**config.mk**
```make
export PLATFORM = sky130hd
export DESIGN_NAME = mtd_queue
export DESIGN_NICKNAME = d
export VERILOG_FILES = /design/src/rtl/mtd_pkg.sv /design/src/rtl/mtd_queue.sv
export SDC_FILE = /design/constraint.sdc
export NUM_CORES = 1
export LEC_CHECK = 0
export ABC_AREA = 1
export ABC_CLOCK_PERIOD_IN_PS = 2400
export BUFFER_PORTS_ARGS = -buffer_cell sky130_fd_sc_hd__buf_4
export CAP_MARGIN = 20
export CORE_MARGIN = 2
export CORE_UTILIZATION = 45
export DETAILED_ROUTE_END_ITERATION = 6
export PLACE_DENSITY = 0.66
export REMOVE_ABC_BUFFERS = 1
export SLEW_MARGIN = 20
export SYNTH_ARGS = -nofsm -noshare
export SYNTH_HDL_FRONTEND = slang
export SYNTH_SLANG_ARGS = --single-unit
```
**constraint.sdc**
```tcl
create_clock -name clk -period 2.4 [get_ports clk]
set_clock_uncertainty 0.1 [all_clocks]
set_input_delay 0 -clock clk [delete_from_list [all_inputs] [get_ports clk]]
set_output_delay 0 -clock clk [all_outputs]
set_load 0.01 [all_outputs]
```
**src/rtl/mtd_pkg.sv**
```systemverilog
// Shared types, character codes and the Morse code table for the token decoder.
// No dependencies; every file but mtd_stream_if imports this package.
package mtd_pkg;

  localparam int MAX_SYMBOLS_DEF = 5;
  localparam int TABLE_SYMBOLS   = 5;
  localparam int IDX_W           = TABLE_SYMBOLS + 1;

  localparam logic [7:0] CHAR_DOT     = 8'h2B;  // '+'
  localparam logic [7:0] CHAR_DASH    = 8'h3D;  // '='
  localparam logic [7:0] CHAR_SLASH   = 8'h2F;  // '/'
  localparam logic [7:0] CHAR_SPACE   = 8'h20;
  localparam logic [7:0] CHAR_TAB     = 8'h09;
  localparam logic [7:0] CHAR_CR      = 8'h0D;
  localparam logic [7:0] CHAR_INVALID = 8'h3F;  // '?'
  localparam logic [7:0] CHAR_NONE    = 8'h00;

  typedef struct packed {
    logic [7:0] in_byte;
    logic       end_of_stream;
  } in_item_t;

  typedef struct packed {
    logic [7:0] decoded_char;
    logic       invalid_token;
  } out_item_t;

  typedef enum logic [1:0] {
    TOK_SPACE,
    TOK_CODE,
    TOK_INVALID
  } tok_kind_t;

  // One finished token, as handed from the front end to the back end.
  typedef struct packed {
    tok_kind_t        kind;
    logic [IDX_W-1:0] code_idx;
  } tok_entry_t;

  typedef struct packed {
    logic full;
    logic empty;
  } q_stat_t;

  typedef struct packed {
    logic halted;
  } front_stat_t;

  // Index is (1 << length) + bits, first symbol highest, dash = 1.
  function automatic logic [7:0] code_char(input logic [IDX_W-1:0] idx);
    logic [7:0] ch;
    unique case (idx)
      6'd2:    ch = "E";
      6'd3:    ch = "T";
      6'd4:    ch = "I";
      6'd5:    ch = "A";
      6'd6:    ch = "N";
      6'd7:    ch = "M";
      6'd8:    ch = "S";
      6'd9:    ch = "U";
      6'd10:   ch = "R";
      6'd11:   ch = "W";
      6'd12:   ch = "D";
      6'd13:   ch = "K";
      6'd14:   ch = "G";
      6'd15:   ch = "O";
      6'd16:   ch = "H";
      6'd17:   ch = "V";
      6'd18:   ch = "F";
      6'd20:   ch = "L";
      6'd22:   ch = "P";
      6'd23:   ch = "J";
      6'd24:   ch = "B";
      6'd25:   ch = "X";
      6'd26:   ch = "C";
      6'd27:   ch = "Y";
      6'd28:   ch = "Z";
      6'd29:   ch = "Q";
      6'd32:   ch = "5";
      6'd33:   ch = "4";
      6'd35:   ch = "3";
      6'd39:   ch = "2";
      6'd47:   ch = "1";
      6'd48:   ch = "6";
      6'd56:   ch = "7";
      6'd60:   ch = "8";
      6'd62:   ch = "9";
      6'd63:   ch = "0";
      default: ch = CHAR_NONE;
    endcase
    return ch;
  endfunction

endpackage

```
**src/rtl/mtd_queue.sv**
```systemverilog
// Two-entry queue of finished tokens between front end and back end.
// Depends on mtd_pkg.
module mtd_queue (
  input  logic                clk,
  input  logic                rst,
  input  logic                push,
  input  mtd_pkg::tok_entry_t push_data,
  input  logic                pop,
  output mtd_pkg::tok_entry_t pop_data,
  output mtd_pkg::q_stat_t    stat
);
  import mtd_pkg::*;

  tok_entry_t entries [2];
  logic       wr_ptr, rd_ptr;
  logic [1:0] fill;

  assign stat.full  = (fill == 2'd2);
  assign stat.empty = (fill == 2'd0);
  assign pop_data   = entries[rd_ptr];

  always_ff @(posedge clk) begin
    if (push) entries[wr_ptr] <= push_data;
  end

  always_ff @(posedge clk) begin
    if (rst) begin
      wr_ptr <= 1'b0;
      rd_ptr <= 1'b0;
      fill   <= 2'd0;
    end else begin
      if (push) wr_ptr <= !wr_ptr;
      if (pop)  rd_ptr <= !rd_ptr;
      unique case ({push, pop})
        2'b10:   fill <= fill + 2'd1;
        2'b01:   fill <= fill - 2'd1;
        default: fill <= fill;
      endcase
    end
  end

endmodule

```
==> metrics.log <==
[metrics] Setup CP Type: reg -> out
[metrics] RSZ-0062 raised after global routing: false
[metrics] multiplexer share of the synthesized area: 0.143
[metrics] fin. max-slew vios: 0
[metrics] TritonCTS clock tree: done
[metrics] synthesized-area fraction occupied by xor and xnor cells: 0.0105
[metrics] WHS Path Cells: 3
[metrics] antenna violation net count after detailed routing: 0
[metrics] largest family of logic cells by synthesized area: multiplexers
[metrics] average wire length per cell after detail routing: ~11 um
[metrics] DP Worst Slack: around 1.0 ns
[metrics] ratio of cells with drive above 1 in the final layout: 0.351
[metrics] clock root cell: clkbuf_4
[metrics] antenna violations before repair: 0
[metrics] IO Port Bufs: 21
[metrics] total inserted antenna cells: 0
[metrics] Cell variety after synth: 13
[metrics] sequential-to-total area share from yosys stat: 0.694
[metrics] GRT Overall Usage: 0.142
[metrics] layout overhead on the synthesized area: 38.9%
[metrics] WP data arrival: 1.43 ns
[metrics] fraction of the mapped netlist area in compound gates: 0.0120
[metrics] total clock sinks: 21
[metrics] half-perimeter wire length of the detailed placement result: about 890 um
[metrics] number of synthesized register bits: 21
[metrics] highest ir drop seen on vdd: 0.000395 V
[metrics] worst-path maximum fanout: 8
[metrics] filler-free cell count of the finished design: around 120
[metrics] Die Span Y: ~47 um
[metrics] worst-path cell chain: mux2_4, buf_4
[metrics] number of H-tree levels: 1
[metrics] remaining global-route overflow: 0
[metrics] Total Neg Setup Slack: 0 ns
[metrics] endpoint kind of the worst setup timing path: output pin
[metrics] total power per unit cell area: 618 nW/um2
[metrics] drt pass-1 iters: 4
[metrics] simple logic cell fraction of the synthesized area: 0.0807
[metrics] slowest stage cell, crit path: dfxtp_1
[metrics] Highest Clock Rate: about 650 MHz
[metrics] syn_area_per_cell: approximately 14 um2
[metrics] Min Clock Period, post-route: approximately 1.5 ns
[metrics] Worst-Skew Late Latency: about 0.29 ns
[metrics] area of the core: around 1700 um2
[metrics] number of cells on the worst reg-to-reg path: 1
[metrics] Placement Cell Area: around 1000 um2
[metrics] crit path buf inv count: 1
[metrics] floorplan row count: 15
[metrics] number of hold-slack violations in the final timing report: 0
[metrics] die area: 2220 um2
[metrics] area of combinational cells with multiple inputs: between 200 and 250 um2
[metrics] Clk pin slew, worst setup/hold paths: 0.11 ns
[metrics] Cells after DPL: 103
[metrics] layout filler cell count: 128
[metrics] LEAKAGE: ~0.50 nW
[metrics] status: completed
[metrics] required time reported for the critical path endpoint: between 2 and 2.5 ns
[metrics] critical path launch point type: flip-flop
[metrics] number of stages on the worst setup path: 2
[metrics] maximum number of pins on one net before global-route repair: 13
[metrics] footprint of the flip-flops and latches: 581 um2
[metrics] delay of the slowest cell on the worst path: about 0.65 ns
[metrics] DRC violations left: 0
[metrics] wire length reported by the detailed router: roughly 1300 um
[metrics] Cell Area, Synth: between 800 and 900 um2
[metrics] fin util: 0.666
[metrics] number of violations of the max-capacitance limit: 0
[metrics] wire length of the first global-routing pass: ~2000 um
[metrics] cells resized by post-CTS repair: 0
[metrics] number of setup buffers added after CTS: 0
[metrics] Num CTS Buffers: 3
[metrics] warning count from the yosys run: 0
[metrics] starting density of the core: 0.480
[metrics] worst-margin pin slew: 0.676 ns
[metrics] number of global-route vias before repair: approximately 500
[metrics] Avg Vias per Cell: ~4.5
[metrics] number of DRC markers after the initial detailed-route iteration: 9
[metrics] routability cong.: roughly 0.71
[metrics] hold-fix buffers at CTS: 12
[metrics] Design Area, Final: 1160 um2
[metrics] buffer levels on the longest clock path: 2
[metrics] # nets final: approximately 110
[metrics] fin crit share: 0.637
[metrics] cell family with the largest share of critical-path delay: flip-flops
[metrics] final critical-path setup slack: between 0.8 and 0.9 ns
[metrics] io pins: 22
[metrics] width of the chip: roughly 47 um
[metrics] vias: approximately 540
[metrics] worst-case headroom to the max-slew limit: 0.547
[metrics] adder-cell share of the synthesized area: 0.0149
[metrics] final count of negative-setup-slack endpoints: 0
[metrics] Cells after Synth: slightly below 60
[metrics] worst hold path class: in -> reg
registers in the layout, summed over array words and instances (netlist names), named ones only:
register and cells:
entries 16, fill 2, rd_ptr 1, wr_ptr 1
power breakdown:
group | leakage (nW) | switching, mW | internal, mW | total [mW]
Sequential | 0.192 | 0.0161 | 0.415 | 0.431
Combinational | 0.293 | 0.0478 | 0.0795 | 0.127
Clock | 0.0177 | 0.0981 | 0.0619 | 0.160
final cells by class:
class | instances | area share
flip-flops and latches | 21 | 0.499
repair buffers | 33 | 0.239
multi-input cells | 29 | 0.188
well taps | 25 | 0.0269
inverters | 7 | 0.0226
clock buffers | 3 | 0.0194
clock inverters | 1 | 0.00431
synth_stat cells:
master    count  area, um2
a21oi_1       1       5.00
buf_6         1       11.3
dfxtp_1       5        100
edfxtp_1     16        480
ha_1          1       12.5
inv_1         7       26.3
mux2_4        8        120
nand2_1       5       18.8
nand4_1       1       6.26
nor2_1       10       37.5
nor3_1        1       5.00
o21ai_0       1       5.00
xnor2_1       1       8.76
tightest hold or removal path, delay by kind of cell:
family        cells  cell delay, ns
buf+inv           2            0.64
simple gates      1            0.04
routing by layer:
metal / up-vias / routed length (um) / track usage / share of wire
li1: 270 / - / - / -
met1: 252 / 519 / 0.146 / 0.41
met2: 13 / 709 / 0.258 / 0.55
met3: 2 / 34 / 0.0231 / 0.027
met4: 0 / 18 / 0.100 / 0.014
met5: - / 0 / 0 / 0
logic make-up (layout without fill, tap and decap cells):
kind of cell             Yosys count  count (layout)
AO/OA/AOI/OAI                      2               2
XOR/XNOR                           1               1
adder cells (fa/ha/maj)            1               1
buffers and inverters              8              44
flip-flops                        21              21
multiplexers                       8               8
AND/OR/NAND/NOR                   17              17
layout by cell type (no fill, tap or decap), drive strengths merged:
cell / count
dlygate4sd3: 12
clkbuf: 3
nor2: 10
a21oi: 1
ha: 1
edfxtp: 16
dfxtp: 5
o21ai: 1
buf: 21
nand2: 5
nor3: 1
clkinv: 1
mux2: 8
xnor2: 1
inv: 7
nand4: 1
path summary, 6_finish.rpt:
check	start	endpoint	slack [ns]
setup / recovery	flip-flop	pop_data[4]	0.87
hold / removal	rst	rd_ptr	0.32
setup reg to reg	wr_ptr	entries[0][7]	1.08
hold reg to reg	wr_ptr	wr_ptr	0.42
stage by stage:
step | hold WS [ns] | total power, mW
5_1_grt | 0.316 | 0.758
4_1_cts | 0.314 | 0.727
6_report | 0.316 | 0.719
2_1_floorplan | -0.0276 | 0.498
3_3_place_gp | 0.0873 | 0.549
3_5_place_dp | 0.0873 | 0.553
No activity file was read; power rests on OpenSTA's default activity.
